===== src/sv/scrs_pkg.sv =====
// scrs_pkg: shared types and constants for the stripe/chunk range splitter.
// Used by every module of the block; no dependencies.
package scrs_pkg;

  localparam int USER_W  = 32;
  localparam int ADDR_W  = 48;
  localparam int LEN_W   = 32;
  localparam int CHUNK_W = 32;
  localparam int DCNT_W  = 5;
  localparam int CIDX_W  = 4;
  localparam int IN_W    = 112;
  localparam int OUT_W   = 168;
  localparam int PADDR_W = 4;

  localparam logic [1:0] REG_MODE  = 2'd0;
  localparam logic [1:0] REG_CHUNK = 2'd1;
  localparam logic [1:0] REG_DCNT  = 2'd2;

  typedef struct packed {
    logic                rep;
    logic [CHUNK_W-1:0]  csize;
    logic [DCNT_W-1:0]   dcnt;
  } cfg_t;

  typedef struct packed {
    logic load;
    logic div_start;
    logic div_sel;
    logic take_off;
    logic take_stripe;
    logic emit;
  } cmd_t;

  typedef struct packed {
    logic len_zero;
    logic rep;
    logic div_done;
    logic last;
    logic out_free;
  } stat_t;

endpackage


===== src/sv/scrs_div.sv =====
// scrs_div: restoring divider, one quotient bit per cycle.
// Depends on scrs_pkg.
module scrs_div #(
  parameter int DW = 48,
  parameter int VW = scrs_pkg::CHUNK_W
) (
  input  logic          clk,
  input  logic          rst,
  input  logic          start,
  input  logic [DW-1:0] dividend,
  input  logic [VW-1:0] divisor,
  output logic          done,
  output logic [DW-1:0] quot,
  output logic [VW-1:0] rem
);

  localparam int CW = $clog2(DW);

  logic          busy;
  logic [CW-1:0] count;
  logic [VW-1:0] dvs;
  logic [VW:0]   trial;
  logic          fits;

  assign trial = {rem, quot[DW-1]};
  assign fits  = trial >= {1'b0, dvs};

  always_ff @(posedge clk) begin
    if (rst) begin
      busy  <= 1'b0;
      done  <= 1'b0;
      count <= '0;
    end else begin
      done <= 1'b0;
      if (start) begin
        busy  <= 1'b1;
        count <= '0;
      end else if (busy) begin
        count <= count + CW'(1);
        if (count == CW'(DW - 1)) begin
          busy <= 1'b0;
          done <= 1'b1;
        end
      end
    end
  end

  always_ff @(posedge clk) begin
    if (start) begin
      quot <= dividend;
      rem  <= '0;
      dvs  <= divisor;
    end else if (busy) begin
      if (fits) begin
        rem  <= VW'(trial - {1'b0, dvs});
        quot <= {quot[DW-2:0], 1'b1};
      end else begin
        rem  <= trial[VW-1:0];
        quot <= {quot[DW-2:0], 1'b0};
      end
    end
  end

endmodule


===== src/sv/scrs_dp.sv =====
// scrs_dp: splitter datapath - request capture, divider, piece walk, output register.
// Depends on scrs_pkg and scrs_div.
module scrs_dp #(
  parameter int MAX_PIECES  = 64,
  parameter int OFFSET_BITS = 48
) (
  input  logic                          clk,
  input  logic                          rst,
  input  scrs_pkg::cmd_t                cmd,
  output scrs_pkg::stat_t               stat,
  input  scrs_pkg::cfg_t                cfg,
  input  logic [scrs_pkg::USER_W-1:0]   in_user,
  input  logic [scrs_pkg::ADDR_W-1:0]   in_start,
  input  logic [scrs_pkg::LEN_W-1:0]    in_len,
  output logic                          out_valid,
  input  logic                          out_ready,
  output logic [scrs_pkg::USER_W-1:0]   piece_user,
  output logic [scrs_pkg::ADDR_W-1:0]   stripe_index,
  output logic [scrs_pkg::CIDX_W-1:0]   chunk_index,
  output logic [scrs_pkg::ADDR_W-1:0]   piece_offset,
  output logic [scrs_pkg::LEN_W-1:0]    piece_length,
  output logic                          last_piece,
  output logic                          truncated
);

  localparam int AW  = (OFFSET_BITS < scrs_pkg::ADDR_W) ? OFFSET_BITS : scrs_pkg::ADDR_W;
  localparam int PCW = $clog2(MAX_PIECES + 1);

  logic [scrs_pkg::USER_W-1:0]  user;
  logic [AW-1:0]                start;
  logic                         rep;
  logic [scrs_pkg::LEN_W-1:0]   bytes_left;
  logic [scrs_pkg::CHUNK_W-1:0] cur_in_offset;
  logic [scrs_pkg::CIDX_W-1:0]  cur_chunk;
  logic [AW-1:0]                cur_stripe;
  logic [PCW-1:0]               pieces_sent;

  logic [AW-1:0]                div_dividend;
  logic [scrs_pkg::CHUNK_W-1:0] div_divisor;
  logic                         div_done;
  logic [AW-1:0]                div_quot;
  logic [scrs_pkg::CHUNK_W-1:0] div_rem;

  logic [scrs_pkg::CHUNK_W-1:0] room;
  logic [scrs_pkg::LEN_W-1:0]   plen;
  logic [scrs_pkg::LEN_W-1:0]   bytes_left_next;
  logic                         at_limit;
  logic                         walk_last;
  logic [scrs_pkg::DCNT_W-1:0]  chunk_inc;

  assign div_dividend = cmd.div_sel ? div_quot : in_start[AW-1:0];
  assign div_divisor  = cmd.div_sel ? scrs_pkg::CHUNK_W'(cfg.dcnt) : cfg.csize;

  scrs_div #(
    .DW (AW),
    .VW (scrs_pkg::CHUNK_W)
  ) u_div (
    .clk      (clk),
    .rst      (rst),
    .start    (cmd.div_start),
    .dividend (div_dividend),
    .divisor  (div_divisor),
    .done     (div_done),
    .quot     (div_quot),
    .rem      (div_rem)
  );

  assign room            = cfg.csize - cur_in_offset;
  assign plen            = (bytes_left < room) ? bytes_left : room;
  assign bytes_left_next = bytes_left - plen;
  assign at_limit        = pieces_sent == PCW'(MAX_PIECES - 1);
  assign walk_last       = (bytes_left_next == '0) || at_limit;
  assign chunk_inc       = {1'b0, cur_chunk} + scrs_pkg::DCNT_W'(1);

  assign stat.len_zero = in_len == '0;
  assign stat.rep      = cfg.rep;
  assign stat.div_done = div_done;
  assign stat.last     = rep || walk_last;
  assign stat.out_free = !out_valid || out_ready;

  always_ff @(posedge clk) begin
    if (rst) begin
      out_valid     <= 1'b0;
      bytes_left    <= '0;
      cur_in_offset <= '0;
      cur_chunk     <= '0;
      cur_stripe    <= '0;
      pieces_sent   <= '0;
    end else begin
      if (cmd.emit) begin
        out_valid <= 1'b1;
      end else if (out_ready) begin
        out_valid <= 1'b0;
      end
      if (cmd.load) begin
        bytes_left  <= in_len;
        pieces_sent <= '0;
      end
      if (cmd.take_off) begin
        cur_in_offset <= div_rem;
      end
      if (cmd.take_stripe) begin
        cur_stripe <= div_quot;
        cur_chunk  <= div_rem[scrs_pkg::CIDX_W-1:0];
      end
      if (cmd.emit && !rep) begin
        bytes_left    <= bytes_left_next;
        pieces_sent   <= pieces_sent + PCW'(1);
        cur_in_offset <= '0;
        if (chunk_inc >= cfg.dcnt) begin
          cur_chunk  <= '0;
          cur_stripe <= cur_stripe + AW'(1);
        end else begin
          cur_chunk <= chunk_inc[scrs_pkg::CIDX_W-1:0];
        end
      end else if (cmd.emit) begin
        bytes_left <= '0;
      end
    end
  end

  always_ff @(posedge clk) begin
    if (cmd.load) begin
      user  <= in_user;
      start <= in_start[AW-1:0];
      rep   <= cfg.rep;
    end
    if (cmd.emit) begin
      piece_user <= user;
      if (rep) begin
        stripe_index <= '0;
        chunk_index  <= '0;
        piece_offset <= scrs_pkg::ADDR_W'(start);
        piece_length <= bytes_left;
        last_piece   <= 1'b1;
        truncated    <= 1'b0;
      end else begin
        stripe_index <= scrs_pkg::ADDR_W'(cur_stripe);
        chunk_index  <= cur_chunk;
        piece_offset <= scrs_pkg::ADDR_W'(cur_in_offset);
        piece_length <= plen;
        last_piece   <= walk_last;
        truncated    <= at_limit && (bytes_left_next != '0);
      end
    end
  end

endmodule


===== src/sv/scrs_ctrl.sv =====
// scrs_ctrl: splitter controller - sequences capture, the two divisions (striping mode only) and the piece walk.
// Depends on scrs_pkg.
module scrs_ctrl (
  input  logic            clk,
  input  logic            rst,
  input  logic            in_valid,
  output logic            in_ready,
  input  scrs_pkg::stat_t stat,
  output scrs_pkg::cmd_t  cmd
);

  typedef enum logic [1:0] {
    IDLE,
    DIV_CHUNK,
    DIV_STRIPE,
    EMIT
  } state_t;

  state_t state;
  state_t state_next;

  assign in_ready = state == IDLE;

  always_comb begin
    cmd        = '0;
    state_next = state;
    case (state)
      IDLE: begin
        if (in_valid) begin
          cmd.load = 1'b1;
          if (stat.len_zero) begin
            state_next = IDLE;
          end else if (stat.rep) begin
            state_next = EMIT;
          end else begin
            cmd.div_start = 1'b1;
            state_next    = DIV_CHUNK;
          end
        end
      end
      DIV_CHUNK: begin
        if (stat.div_done) begin
          cmd.take_off  = 1'b1;
          cmd.div_start = 1'b1;
          cmd.div_sel   = 1'b1;
          state_next    = DIV_STRIPE;
        end
      end
      DIV_STRIPE: begin
        if (stat.div_done) begin
          cmd.take_stripe = 1'b1;
          state_next      = EMIT;
        end
      end
      EMIT: begin
        if (stat.out_free) begin
          cmd.emit = 1'b1;
          if (stat.last) begin
            state_next = IDLE;
          end
        end
      end
      default: begin
        state_next = IDLE;
      end
    endcase
  end

  always_ff @(posedge clk) begin
    if (rst) begin
      state <= IDLE;
    end else begin
      state <= state_next;
    end
  end

endmodule


===== src/sv/stripe_chunk_range_splitter.sv =====
// Striped byte-range splitter: one request (user, offset, length) in, its chunk pieces out.
// A request in striping mode first runs two serial divisions on the shared restoring divider
// (offset by chunk size, then the chunk number by data chunks), each over OFFSET_BITS bits
// with OFFSET_BITS capped at 48; after the second division comes the piece walk, which
// emits one piece per cycle while the output side takes them, up to MAX_PIECES pieces, and
// the block takes the next request the cycle after the last piece is registered. A
// replication-mode request skips the divisions and emits its single piece once the output
// register is free; a zero-length request is taken and emits nothing. Depends on scrs_pkg,
// scrs_ctrl, scrs_dp and scrs_div.
module stripe_chunk_range_splitter #(
  parameter int MAX_PIECES  = 64,
  parameter int OFFSET_BITS = 48
) (
  input  logic                           clk,
  input  logic                           rst,
  input  logic                           s_axis_tvalid,
  output logic                           s_axis_tready,
  // user_tag[31:0], start_offset[79:32], byte_length[111:80]
  input  logic [scrs_pkg::IN_W-1:0]      s_axis_tdata,
  output logic                           m_axis_tvalid,
  input  logic                           m_axis_tready,
  // piece_user[31:0], stripe_index[79:32], chunk_index[83:80], piece_offset[131:84],
  // piece_length[163:132], zero[167:164]
  output logic [scrs_pkg::OUT_W-1:0]     m_axis_tdata,
  output logic                           m_axis_tlast,
  // truncated[0]
  output logic [0:0]                     m_axis_tuser,
  input  logic                           psel,
  input  logic                           penable,
  input  logic                           pwrite,
  input  logic [scrs_pkg::PADDR_W-1:0]   paddr,
  input  logic [31:0]                    pwdata,
  output logic [31:0]                    prdata,
  output logic                           pready
);

  logic                          replicate_mode;
  logic [scrs_pkg::CHUNK_W-1:0]  chunk_bytes;
  logic [scrs_pkg::DCNT_W-1:0]   data_chunks;
  scrs_pkg::cfg_t                cfg;
  scrs_pkg::cmd_t                cmd;
  scrs_pkg::stat_t               stat;
  logic                          cfg_wr;
  logic [scrs_pkg::ADDR_W-1:0]   stripe_index;
  logic [scrs_pkg::CIDX_W-1:0]   chunk_index;
  logic [scrs_pkg::ADDR_W-1:0]   piece_offset;
  logic [scrs_pkg::LEN_W-1:0]    piece_length;
  logic [scrs_pkg::USER_W-1:0]   piece_user;

  assign pready = 1'b1;
  assign cfg_wr = psel && penable && pwrite;

  always_ff @(posedge clk) begin
    if (rst) begin
      replicate_mode <= 1'b0;
      chunk_bytes    <= 32'd1048576;
      data_chunks    <= 5'd4;
    end else if (cfg_wr) begin
      case (paddr[3:2])
        scrs_pkg::REG_MODE:  replicate_mode <= pwdata[0];
        scrs_pkg::REG_CHUNK: chunk_bytes    <= pwdata;
        scrs_pkg::REG_DCNT:  data_chunks    <= pwdata[scrs_pkg::DCNT_W-1:0];
        default: begin
        end
      endcase
    end
  end

  always_comb begin
    case (paddr[3:2])
      scrs_pkg::REG_MODE:  prdata = {31'd0, replicate_mode};
      scrs_pkg::REG_CHUNK: prdata = chunk_bytes;
      scrs_pkg::REG_DCNT:  prdata = {27'd0, data_chunks};
      default:             prdata = '0;
    endcase
  end

  // zero chunk size acts as 1; data chunk count clamps to 1..16
  assign cfg.rep   = replicate_mode;
  assign cfg.csize = (chunk_bytes == '0) ? scrs_pkg::CHUNK_W'(1) : chunk_bytes;
  assign cfg.dcnt  = (data_chunks == '0) ? scrs_pkg::DCNT_W'(1) :
                     (data_chunks > scrs_pkg::DCNT_W'(16)) ? scrs_pkg::DCNT_W'(16) :
                     data_chunks;

  scrs_ctrl u_ctrl (
    .clk      (clk),
    .rst      (rst),
    .in_valid (s_axis_tvalid),
    .in_ready (s_axis_tready),
    .stat     (stat),
    .cmd      (cmd)
  );

  scrs_dp #(
    .MAX_PIECES  (MAX_PIECES),
    .OFFSET_BITS (OFFSET_BITS)
  ) u_dp (
    .clk          (clk),
    .rst          (rst),
    .cmd          (cmd),
    .stat         (stat),
    .cfg          (cfg),
    .in_user      (s_axis_tdata[31:0]),
    .in_start     (s_axis_tdata[79:32]),
    .in_len       (s_axis_tdata[111:80]),
    .out_valid    (m_axis_tvalid),
    .out_ready    (m_axis_tready),
    .piece_user   (piece_user),
    .stripe_index (stripe_index),
    .chunk_index  (chunk_index),
    .piece_offset (piece_offset),
    .piece_length (piece_length),
    .last_piece   (m_axis_tlast),
    .truncated    (m_axis_tuser[0])
  );

  assign m_axis_tdata = {4'd0, piece_length, piece_offset, chunk_index, stripe_index,
                         piece_user};

  a_busy_after_request: assert property (@(posedge clk) disable iff (rst)
    s_axis_tvalid && s_axis_tready && (s_axis_tdata[111:80] != '0) |=> !s_axis_tready)
    else $error("splitter still ready after taking a nonzero request");

  a_trunc_on_last: assert property (@(posedge clk) disable iff (rst)
    m_axis_tvalid && m_axis_tuser[0] |-> m_axis_tlast)
    else $error("truncated piece is not the last piece");

  a_chunk_in_stripe: assert property (@(posedge clk) disable iff (rst)
    m_axis_tvalid |-> ({1'b0, chunk_index} < cfg.dcnt))
    else $error("chunk index beyond data chunk count");

  a_piece_nonempty: assert property (@(posedge clk) disable iff (rst)
    m_axis_tvalid |-> (piece_length != '0))
    else $error("empty piece emitted");

endmodule

===== config.mk =====
export PLATFORM = sky130hd
export DESIGN_NAME = stripe_chunk_range_splitter
export DESIGN_NICKNAME = d
export VERILOG_FILES = /design/src/sv/scrs_pkg.sv /design/src/sv/scrs_div.sv /design/src/sv/scrs_dp.sv /design/src/sv/scrs_ctrl.sv /design/src/sv/stripe_chunk_range_splitter.sv
export SDC_FILE = /design/constraint.sdc
export NUM_CORES = 1
export LEC_CHECK = 0
export CAP_MARGIN = 20
export CORE_ASPECT_RATIO = 1.25
export CORE_MARGIN = 2
export CORE_UTILIZATION = 45
export DETAILED_ROUTE_END_ITERATION = 16
export DONT_BUFFER_PORTS = 1
export RECOVER_POWER = 100
export SYNTH_ARGS = -nofsm -noshare
export SYNTH_HDL_FRONTEND = slang
export SYNTH_SLANG_ARGS = --single-unit
export TNS_END_PERCENT = 50

===== constraint.sdc =====
create_clock -name clk -period 11.48 [get_ports clk]
set_clock_uncertainty 0.15 [all_clocks]
set_input_delay 1.148 -clock clk [delete_from_list [all_inputs] [get_ports clk]]
set_output_delay 1.148 -clock clk [all_outputs]
set_load 0.01 [all_outputs]

After elaboration in Yosys (flattened, before gate mapping):

Cells that the tools add are included.

* $add $sub $neg: 7
* multipliers: 0
* divide/modulo/power cells: 0
* order comparisons: 4
* eq/ne operators: 13
* shifts and indexed selects: 0
* multiplexer cells: 49
* bitwise gates (word level): 1
* reductions and logical operators: 29

Operators by type and width (count)
* 48-bit 2-to-1 mux: 6
* 32-bit 2-to-1 mux: 8
* 32-bit logical NOT: 3
* 32-bit case mux with 3 select lines: 1
* 32-bit subtractor: 3
* 48-bit by 1-bit adder with 48-bit output, second input constant: 1
* 33-bit by 32-bit greater-or-equal comparator with 1-bit output: 1
* 32-bit < comparator: 1
* 32-bit nonzero test: 1
* 2-bit 2-to-1 mux: 9
* 5-bit 2-to-1 mux: 3
* 1-bit 2-to-1 mux: 14
* 7-bit 2-to-1 mux: 2
* 4-bit 2-to-1 mux: 3
* 2-bit inequality test, second input constant: 4
* 2-bit case mux with 4 select lines: 1
* 2-bit AND reduction: 4
* 2-bit nonzero test: 4
* 7-bit by 1-bit adder with 7-bit output, second input constant: 1
* 7-bit by 6-bit equality test with 1-bit output, second input constant: 1
* 6-bit by 1-bit adder with 6-bit output, second input constant: 1
* 2-bit equality test, second input constant: 3
* 6-bit equality test, second input constant: 1
* 4-bit by 1-bit adder with 5-bit output, second input constant: 1
* 16 further kinds: 26

* register bits after elaboration: 531
* bits in latches: 0
* bits in writable memories: 0
* ROM bits: 0
* input port bits: 155
* logic and storage cells: 131
* memories kept: 0

Longest topological paths before layout:

Gate-level depths: netlist of run 1.

* word-level depth: 12
* gate-level depth with buffers: 55
* mapped depth without buffers: 51

By module:

From an unflattened synthesis of run 1, not the netlist that was laid out.

* cell total of the unflattened synthesis: 3100
* area total of the unflattened synthesis: 30199.0 µm²

By module, submodules not included
* scrs_dp: times used 1, cells each 2167, area an instance 21324.2 µm²
* scrs_div: times used 1, cells each 633, area an instance 6643.9 µm²
* stripe_chunk_range_splitter: times used 1, cells each 272, area an instance 1978.1 µm²
* scrs_ctrl: times used 1, cells each 28, area an instance 252.7 µm²

Worst setup path before layout of run 1:

OpenSTA, ideal clock, no wires.

* kind: register to register
* start point: register chunk_bytes[1] (netlist name)
* end point: register u_dp.truncated, data pin
* arrival time: 8.852 ns
* data required time: 11.075 ns
* slack: 2.223 ns
* cell stages (with the launch flop): 52
* clock period less this slack: 9.257 ns
* path through: dfxtp_1 nor4_1 nand4_1 nor2_1 nor2_1 ha_1 fa_1 nor2b_1 o31a_1 o2111ai_1 nand2_1 o21ai_2 o21ai_0 a21oi_1 nor2_1 o21ai_0 nand2b_1 a21o_1 [... 16 more ...] buf_2 buf_1 clkbuf_1 nor2_1 a21oi_1 ha_1 a21oi_1 nand2b_1 a221o_1 o41ai_4 or3_4 a2111oi_4 nand4bb_1 nor4_2 nand4_1 nor4_1 nand4_1 and3b_1

* word-level cells in the longest chain between the ends: 8

RTL lines
* from (decl): line stripe_chunk_range_splitter.sv:38 `logic [scrs_pkg::CHUNK_W-1:0] chunk_bytes;`
* from (signal assigned): line stripe_chunk_range_splitter.sv:61 `scrs_pkg::REG_CHUNK: chunk_bytes <= pwdata;`
* 32-bit logical NOT: line stripe_chunk_range_splitter.sv:80 `assign cfg.csize = (chunk_bytes == '0) ? scrs_pkg::CHUNK_W'(1) : chunk_bytes;`
* 32-bit 2-to-1 mux (*): line stripe_chunk_range_splitter.sv:80
* 32-bit subtractor (*): line scrs_dp.sv:68 `assign room = cfg.csize - cur_in_offset;`
* 32-bit < comparator: line scrs_dp.sv:69 `assign plen = (bytes_left < room) ? bytes_left : room;`
* 32-bit 2-to-1 mux (*): line scrs_dp.sv:69
* 32-bit subtractor (*): line scrs_dp.sv:70 `assign bytes_left_next = bytes_left - plen;`
* 32-bit nonzero test (*): line scrs_dp.sv:143 `truncated <= at_limit && (bytes_left_next != '0);`
* 1-bit logical AND (*): line scrs_dp.sv:143
* to (signal assigned): line scrs_dp.sv:143
* to (decl): line scrs_dp.sv:23 `output logic truncated`

Every way passes the cells marked *; elsewhere a longest branch is shown, timed or not.
A chain may end at the register's enable or synchronous reset.

Worst setup path in the final report of run 1:

* start point: register chunk_bytes[15] (netlist name)
* end point: register u_ctrl.state[1]

* word-level cells in the longest chain between the ends: 11

RTL lines
* 32-bit logical NOT: line stripe_chunk_range_splitter.sv:80
* 32-bit 2-to-1 mux (*): line stripe_chunk_range_splitter.sv:80
* 32-bit subtractor (*): line scrs_dp.sv:68
* 32-bit < comparator: line scrs_dp.sv:69
* 32-bit 2-to-1 mux (*): line scrs_dp.sv:69
* 32-bit subtractor (*): line scrs_dp.sv:70
* 32-bit logical NOT (*): line scrs_dp.sv:72 `assign walk_last = (bytes_left_next == '0) || at_limit;`
* 1-bit logical OR (*): line scrs_dp.sv:72
* 1-bit logical OR (*): line scrs_dp.sv:78 `assign stat.last = rep || walk_last;`
* 2-bit inequality test (no line) (*)
* 5-bit AND reduction (no line) (*)
* to (signal assigned): line scrs_ctrl.sv:73 `state <= state_next;`
* to (decl): line scrs_ctrl.sv:19 `state_t state;`

Marked as above.

==> results of run 1 <==
## through the flow
stage	util	worst slack [ps]	power (mW)	hold slack (ps)
final	0.493	536	8.19	269
after global routing	0.493	70.4	8.65	276
after CTS	0.493	500	8.13	270
after detailed placement	0.464	520	6.18	256
after global placement	0.464	741	6.13	251
after floorplan	-	2220	5.25	250
## sequential cells by signal, indices dropped and copies added, names as in the netlist, 48 cells and up
name	flops
u_dp.cur_stripe	48
u_dp.u_div.quot	48
u_dp.stripe_index	48
u_dp.start	48
u_dp.piece_offset	48
## cell type report
class / instances / area share
Tap cell: 856 / 0.0332
Clock inverter: 34 / 0.0151
Sequential cell: 531 / 0.431
Multi-Input combinational cell: 2291 / 0.453
Timing Repair Buffer: 50 / 0.00981
Inverter: 112 / 0.0131
Clock buffer: 67 / 0.0446
## metal layers
layer,track usage,vias to the layer above,part of all wire
met3,0.0673,245,0.078
met5,0,-,0.00022
met1,0.336,11670,0.39
met4,0.132,4,0.054
met2,0.472,931,0.48
li1,-,11218,-
## cells in the final DEF, fill, tap and decap left out, types with 21 or more instances in the layout
cell	netlist	routed
mux2_2	52	49
clkbuf_1	151	28
nor4_1	35	30
o211ai_1	22	22
edfxtp_1	327	327
clkbuf_16	0	54
buf_4	11	30
a21o_1	32	32
nand2b_1	24	24
o21a_1	21	21
ha_1	118	118
mux2i_1	32	32
nand2_1	375	374
o21ai_0	178	180
and2_1	98	43
nor2b_1	75	74
nor3_1	75	75
nor2_1	268	265
a211oi_1	60	60
nand4_1	42	42
nand3_1	77	77
and2_0	0	53
inv_1	110	110
and3_1	36	36
dfxtp_1	204	203
xor2_1	36	36
a21oi_1	250	251
xnor2_1	30	30
## where the power goes
group / total [mW] / internal (mW) / switching [mW]
clock: 1.93 / 1.14 / 0.791
sequential: 2.76 / 2.47 / 0.289
combinational: 3.50 / 1.26 / 2.24
## kinds of logic after synthesis
group,share of synthesized area
AOI/OAI and AO/OA,0.183
adders and majority gates,0.0538
other,0.000253
xor gates and xnor gates,0.0260
and+or+nand+nor,0.196
muxes,0.0305
buffers and inverters,0.0420
DFF,0.468
## final timing paths
path | start | to | depth (start not counted)
max | chunk_bytes[15]$_SDFFE_PP0P_ | u_ctrl.state[1]$_SDFFE_PP0P_ | 51
min reg2reg | u_dp.user[19]$_DFFE_PP_ | u_dp.piece_user[19]$_DFFE_PP_ | 0
min | u_dp.user[19]$_DFFE_PP_ | u_dp.piece_user[19]$_DFFE_PP_ | 0
max reg2reg | chunk_bytes[15]$_SDFFE_PP0P_ | u_ctrl.state[1]$_SDFFE_PP0P_ | 51
## timing repair
action                                  4_1_cts  5_1_grt
gates resized for setup                       0        8
endpoints found under the setup margin        0        4
setup buffers                                 0        0
==> results.sh, run 1 <==
export IMPL_ir_drop_v=0.000134
export IMPL_finalHoldViolations=0
export IMPL_ant_nets=0
export IMPL_grt_overflow=0
export IMPL_async_flop_share=0
export IMPL_setup_viol=0
export IMPL_synth_seq_cells=531
export IMPL_die_x_um=234
export IMPL_timing_critical_path_buf_inv=3
export IMPL_critical_path_top_delay_family="simple AND/OR/NAND/NOR gates"
export IMPL_synth_cells=3126
export IMPL_n_antenna_cell=0
export IMPL_dpl_hpwl_mm=72.1
export IMPL_synth_flop_cell="edfxtp_1"
export IMPL_max_slew_margin=-1.88
export IMPL_dr_total_vias=24068
export IMPL_netlist_area_um2=29700
export IMPL_design_area_um2=32300
export IMPL_cts_inserted_buffers=54
export IMPL_yosysWarnings=0
export IMPL_cts_root_buffer_cell="clkbuf_16"
export IMPL_period_needed_ps=10940
export IMPL_fin_cells=3941
export IMPL_grt_pass1_vias=23296
export IMPL_path_class="reg2reg"
export IMPL_grt_antenna_before_repair=6
export IMPL_worstPathRequired_ps=11840
export IMPL_status="finished, violations left"
export IMPL_wl_per_cell_um=25.0
export IMPL_worstPathArrival_ps=11300
export IMPL_first_pass_iters=6
export IMPL_tritoncts="built"
export IMPL_crit_top_cell="a21oi_1"
export IMPL_drt_wl_total_mm=98.4
export IMPL_drcViolationCount=0
export IMPL_synth_edf_count=327
export IMPL_cts_htree_levels=2
export IMPL_worst_slew_pin_slew_ps=4320
export IMPL_drt_vias_per_instance=6.11
export IMPL_nNetsFinal=3316
export IMPL_cp_max_fo=5
export IMPL_ys_seq_area_frac=0.468
export IMPL_multi_input_area_um2=14600
export IMPL_slowest_stage="nor4_2"
export IMPL_grt_pass1_wl_mm=146
export IMPL_yosys_area_top_type="edfxtp_1"
export IMPL_cap_violations=19
export IMPL_clockBufferDepth=3
export IMPL_start_util=0.454
export IMPL_gp_congestion=0.918
export IMPL_grt_max_degree=127
export IMPL_drtIter0Drc=2247
export IMPL_die_y_um=291
export IMPL_grt_total_usage=0.281
export IMPL_io_buffers=0
export IMPL_synth_top_area_share=0.331
export IMPL_clock_fmax_mhz=91.4
export IMPL_cts_hold_buf=0
export IMPL_yosys_top_cells_area="edfxtp_1 33%, dfxtp_1 14%, ha_1 5.0%, nand2_1 4.7%, a21oi_1 4.2%"
export IMPL_cts_sinks=531
export IMPL_num_rows=105
export IMPL_synth_most_common_cell="nand2_1"
export IMPL_cp_end_kind="register"
export IMPL_avgSynthCellArea_um2=9.50
export IMPL_pwr_density_cell_nw_per_um2=254
export IMPL_num_io_pins=360
export IMPL_synth_common_cells="375 x nand2_1, 327 x edfxtp_1, 268 x nor2_1, 250 x a21oi_1, 204 x dfxtp_1"
export IMPL_fillerInstances=6102
export IMPL_holdCritPathClass="reg2reg"
export IMPL_place_area_um2=30400
export IMPL_yosysUniqueCellTypes=124
export IMPL_clk_latency_ps=630
export IMPL_dp_cells=3838
export IMPL_worst_setup_path_start_kind="register"
export IMPL_core_um2=65400
export IMPL_rrSetupSlack_ps=540
export IMPL_slew_viol_final=966
export IMPL_syn_to_final_growth_pct=8.69
export IMPL_dieArea_um2=68100
export IMPL_violations="capacitance limit, slew limit"
export IMPL_fin_crit_sh=0.953
export IMPL_fin_tns_setup_ps=0
export IMPL_seq_area_um2=13900
export IMPL_drive_gt1_frac=0.0810
export IMPL_slowest_delay_ps=510
export IMPL_grt_setup_unrepaired="false"
export IMPL_clk_pin_slew_ps=60
export IMPL_power_leakage_nw=11.6
(Power assumes the default switching activity.)
==> run 2, diff against run 1 <==
CORE_UTILIZATION = 55   (was 45)
PLACE_DENSITY = 0.7   (was unset)
==> run 2 against run 1 <==
The flow still finishes with violations (capacitance limit, slew limit). Via count grew 0.73%. Global-route usage is 4.4 points higher. Sequential share of layout area rose by 0.40 points. Clock power shrank 3%. First-iteration DRC count is 9.6% lower. Final cell count decreased by 3.6%. Maximum frequency is 0.37% lower. Worst setup slack lost 41 ps. Non-clock buffer count decreased by 12. Die area down 18%. Core utilization is 10 points higher. Cell area decreased by 0.92%.
==> results.sh, run 2 (synthesized netlist as in run 1, its figures left out) <==
export IMPL_status="finished, violations left"
export IMPL_violations="capacitance limit, slew limit"
export IMPL_dieArea_um2=55900
export IMPL_cp_max_fo=6
export IMPL_layout_common_cells="374 x nand2_1, 327 x edfxtp_1, 265 x nor2_1, 250 x a21oi_1, 203 x dfxtp_1"
export IMPL_reg2reg_depth=51
export IMPL_worst_slew_pin_slew_ps=4200
export IMPL_num_io_pins=360
export IMPL_final_common_cell="nand2_1"
export IMPL_die_y_um=264
export IMPL_tritoncts="built"
export IMPL_clock_power_share=0.232
export IMPL_clock_fmax_mhz=91.0
export IMPL_gp_congestion=0.944
export IMPL_startpoint="chunk_bytes[22]$_SDFFE_PP0P_"
export IMPL_ir_drop_v=0.000150
export IMPL_power_leakage_nw=11.5
export IMPL_drtIter0Drc=2031
export IMPL_pwr_density_cell_nw_per_um2=254
export IMPL_p_seq_frac=0.339
export IMPL_whs_ps=263
export IMPL_whs_endpoint="u_dp.piece_user[8]$_DFFE_PP_"
export IMPL_dp_cells=3692
export IMPL_worst_setup_path_start_kind="register"
export IMPL_clk_latency_ps=650
export IMPL_nNetsFinal=3303
export IMPL_cts_root_buffer_cell="clkbuf_16"
export IMPL_netSwitchingFraction=0.404
export IMPL_p_sw_mw=3.28
export IMPL_grt_overflow=0
export IMPL_fin_crit_sh=0.957
export IMPL_wl_per_cell_um=24.4
export IMPL_fin_tns_setup_ps=0
export IMPL_hp_start="u_dp.user[8]$_DFFE_PP_"
export IMPL_r2r_start="chunk_bytes[22]$_SDFFE_PP0P_"
export IMPL_start_util=0.554
export IMPL_grt_antenna_before_repair=0
export IMPL_slowest_delay_ps=570
export IMPL_grt_pass1_vias=23032
export IMPL_p_int_mw=4.84
export IMPL_drt_wl_total_mm=92.8
export IMPL_cp_end_kind="register"
export IMPL_holdCritPathClass="reg2reg"
export IMPL_max_slew_margin=-1.80
export IMPL_period_needed_ps=10990
export IMPL_rrSetupSlack_ps=490
export IMPL_drt_vias_per_instance=6.38
export IMPL_slew_viol_final=803
export IMPL_comb_power_share=0.430
export IMPL_first_pass_iters=6
export IMPL_syn_to_final_growth_pct=7.69
export IMPL_core_um2=53600
export IMPL_dpl_hpwl_mm=67.6
export IMPL_cts_inserted_buffers=53
export IMPL_grt_total_usage=0.325
export IMPL_worstPathRequired_ps=11830
export IMPL_grt_pass1_wl_mm=138
export IMPL_hold_depth=0
export IMPL_cts_htree_levels=2
export IMPL_cts_sinks=531
export IMPL_slowest_stage="a2111oi_0"
export IMPL_regToRegEndpoint="u_ctrl.state[0]$_SDFFE_PP0P_"
export IMPL_clk_pin_slew_ps=60
export IMPL_path_class="reg2reg"
export IMPL_clockBufferDepth=3
export IMPL_ant_nets=0
export IMPL_die_x_um=212
export IMPL_fillerInstances=4579
export IMPL_cts_hold_buf=0
export IMPL_dr_total_vias=24243
export IMPL_num_rows=95
export IMPL_setup_viol=0
export IMPL_finalHoldViolations=0
export IMPL_drcViolationCount=0
export IMPL_design_area_um2=32000
export IMPL_fin_cells=3800
export IMPL_io_buffers=0
export IMPL_grt_max_degree=127
export IMPL_worstPathArrival_ps=11340
export IMPL_drive_gt1_frac=0.0775
export IMPL_place_area_um2=30100
export IMPL_cap_violations=15
run 2: through the flow:
step                      utilization  worst slack (ps)  power [mW]
after floorplan                     -              2220        5.25
after global placement          0.561               767        6.07
after detailed placement        0.561               567        6.13
after CTS                       0.596               501        8.02
after global routing            0.596            -0.223        8.55
final                           0.596               495        8.12
run 2: critical path, delay by kind of cell, from the launching register on:
kind                       cells  cell delay [ps]
AOI/OAI and AO/OA             22             3900
xor gates and xnor gates       1              210
and+or+nand+nor               21             4440
adders and majority gates      4             1400
buffers and inverters          3              350
DFF                            1              370
run 2: worst max-delay path by stage:
stage | slack, ps | endpoint | cells past startpoint
2_1_floorplan | 2220 | u_dp.truncated$_SDFFCE_PP0P_ | 51
5_1_grt | -0.2 | u_ctrl.state[0]$_SDFFE_PP0P_ | 51
3_5_place_dp | 570 | u_ctrl.state[1]$_SDFFE_PP0P_ | 49
4_1_cts | 500 | u_ctrl.state[1]$_SDFFE_PP0P_ | 49
3_3_place_gp | 770 | u_dp.truncated$_SDFFCE_PP0P_ | 46
6_report | 490 | u_ctrl.state[0]$_SDFFE_PP0P_ | 51
run 2: power by group through the flow:
stage               logic (mW)  registers, mW  clock network [mW]
finish                    3.49           2.75                1.88
global route              3.80           2.79                1.97
CTS                       3.38           2.73                1.91
detailed placement        3.36           2.76                   0
global placement          3.31           2.76                   0
floorplan                 2.60           2.66                   0
run 2: final cells by class:
cell class | count | area (µm²) | share of cell area
Multi-Input combinational cell | 2291 | 14600 | 0.457
Sequential cell | 531 | 13900 | 0.435
Clock buffer | 63 | 1380 | 0.0433
Tap cell | 727 | 910 | 0.0284
Clock inverter | 37 | 494 | 0.0155
Inverter | 112 | 423 | 0.0132
Timing Repair Buffer | 38 | 250 | 0.00783
Antenna cell | 1 | 2.50 | 0.0000783
run 2: metal layers:
| layer | vias to the layer above | global-route usage | share of wire |
|---|---|---|---|
| li1 | 11240 | - | - |
| met5 | - | 0 | 0 |
| met4 | 0 | 0.175 | 0.057 |
| met1 | 11735 | 0.398 | 0.40 |
| met2 | 1031 | 0.536 | 0.48 |
| met3 | 237 | 0.0668 | 0.073 |
run 2: repair_timing:
item	CTS	global route
setup buffers	0	2
endpoints found under the hold margin	0	0
gates resized for setup	0	4
setup endpoints to repair	0	3
==> run 3, diff against run 2 <==
CORE_UTILIZATION = 40   (was 55)
PLACE_DENSITY = unset   (was 0.7)
==> run 3 against run 2 <==
Highest routed layer is now met5. Cell area is 1.5% higher. Maximum frequency up 2.5%. Combinational power up 2%. Non-clock buffer count up 21. The run still ends with capacitance limit, slew limit left.
==> results.sh, run 3 (synthesized netlist as in run 1, its figures left out) <==
export IMPL_status="finished, violations left"
export IMPL_violations="capacitance limit, slew limit"
export IMPL_setup_viol=0
export IMPL_crit_top_cell="a21oi_1"
export IMPL_fin_cells=4060
export IMPL_ir_drop_v=0.000163
export IMPL_clockBufferDepth=3
export IMPL_die_x_um=248
export IMPL_final_util=0.442
export IMPL_dieArea_um2=76400
export IMPL_worstPathRequired_ps=11830
export IMPL_slowest_delay_ps=460
export IMPL_grt_pass1_vias=23057
export IMPL_clock_fmax_mhz=93.3
export IMPL_pwr_density_cell_nw_per_um2=256
export IMPL_start_util=0.404
export IMPL_worst_slew_pin_slew_ps=4120
export IMPL_place_area_um2=30600
export IMPL_grt_overflow=0
export IMPL_drive_gt1_frac=0.0843
export IMPL_power_leakage_nw=11.6
export IMPL_io_buffers=0
export IMPL_worst_setup_path_start_kind="register"
export IMPL_drt_vias_per_instance=5.93
export IMPL_cp_end_kind="register"
export IMPL_grt_max_degree=127
export IMPL_seq_area_um2=13900
export IMPL_fin_tns_setup_ps=0
export IMPL_core_um2=73500
export IMPL_max_slew_margin=-1.75
export IMPL_ant_nets=0
export IMPL_multi_input_area_um2=14600
export IMPL_gp_congestion=0.924
export IMPL_path_class="reg2reg"
export IMPL_wl_per_cell_um=24.6
export IMPL_cp_max_fo=6
export IMPL_worst_slack_ps=761
export IMPL_grt_antenna_before_repair=5
export IMPL_met2_length_mm=47.5
export IMPL_finalPower_mw=8.31
export IMPL_syn_to_final_growth_pct=9.35
export IMPL_clk_latency_ps=640
export IMPL_cts_sinks=531
export IMPL_fillerInstances=6946
export IMPL_cts_inserted_buffers=55
export IMPL_final_common_cell="nand2_1"
export IMPL_holdCritPathClass="reg2reg"
export IMPL_first_pass_iters=8
export IMPL_fin_crit_sh=0.934
export IMPL_worstPathArrival_ps=11070
export IMPL_nNetsFinal=3326
export IMPL_clk_pin_slew_ps=70
export IMPL_cts_htree_levels=2
export IMPL_grt_pass1_wl_mm=146
export IMPL_dr_wl_met3_mm=7.52
export IMPL_dpl_hpwl_mm=73.1
export IMPL_cap_violations=17
export IMPL_design_area_um2=32500
export IMPL_dr_total_vias=24057
export IMPL_place_ws_ps=683
export IMPL_drt_wl_total_mm=100
export IMPL_die_y_um=309
export IMPL_top_layer="met5"
export IMPL_finalHoldViolations=0
export IMPL_dp_cells=3953
export IMPL_drcViolationCount=0
export IMPL_tritoncts="built"
export IMPL_num_rows=111
export IMPL_layout_common_cells="374 x nand2_1, 327 x edfxtp_1, 265 x nor2_1, 251 x a21oi_1, 203 x dfxtp_1"
export IMPL_drtIter0Drc=2132
export IMPL_grt_total_usage=0.254
export IMPL_period_needed_ps=10720
export IMPL_num_io_pins=360
export IMPL_cts_root_buffer_cell="clkbuf_16"
export IMPL_slowest_stage="nor4_2"
export IMPL_wl_met1_mm=40.2
export IMPL_whs_ps=267
export IMPL_grt_setup_unrepaired="false"
export IMPL_post_cts_repair_setup_buffers=0
export IMPL_slew_viol_final=935
run 3: routing by layer:
metal / GRT usage / up-vias
li1: - / 11256
met1: 0.317 / 11668
met2: 0.423 / 932
met3: 0.0540 / 199
met4: 0.109 / 2
met5: 0 / -
run 3: worst max-delay path, delay by kind of cell (launching register included):
kind | cells | cell delay, ps
XOR/XNOR | 1 | 140
adder cells (fa/ha/maj) | 5 | 1530
AO/OA/AOI/OAI | 21 | 3310
AND/OR/NAND/NOR | 21 | 4440
flip-flops | 1 | 360
buffers and inverters | 4 | 650
run 3: final cells by class:
type,count,area share
clock inverters,42,0.0175
clock buffers,61,0.0434
repair buffers,59,0.0113
inverters,112,0.0130
diodes,4,0.000308
flip-flops and latches,531,0.428
well taps,960,0.0370
multi-input cells,2291,0.449
run 3: path summary, 6_finish.rpt:
path                            slack, ps                            to  depth (start not counted)                          from
worst max-delay path                  760  u_ctrl.state[1]$_SDFFE_PP0P_                         52  chunk_bytes[27]$_SDFFE_PP0P_
worst min-delay path                  270  u_dp.piece_user[4]$_DFFE_PP_                          0        u_dp.user[4]$_DFFE_PP_
worst max register to register        760  u_ctrl.state[1]$_SDFFE_PP0P_                         52  chunk_bytes[27]$_SDFFE_PP0P_
worst min register to register        270  u_dp.piece_user[4]$_DFFE_PP_                          0        u_dp.user[4]$_DFFE_PP_
run 3: report_power, final:
group	leakage [nW]	switching [mW]	total, mW	internal, mW
Sequential	4.76	0.290	2.76	2.47
Combinational	5.89	2.24	3.57	1.33
Clock	0.940	0.825	1.99	1.16
run 3: what timing repair did:
| action | 4_1_cts | 5_1_grt |
|---|---|---|
| hold buffers | 0 | 0 |
| setup endpoints to repair | 0 | 3 |
| resized for setup | 0 | 4 |
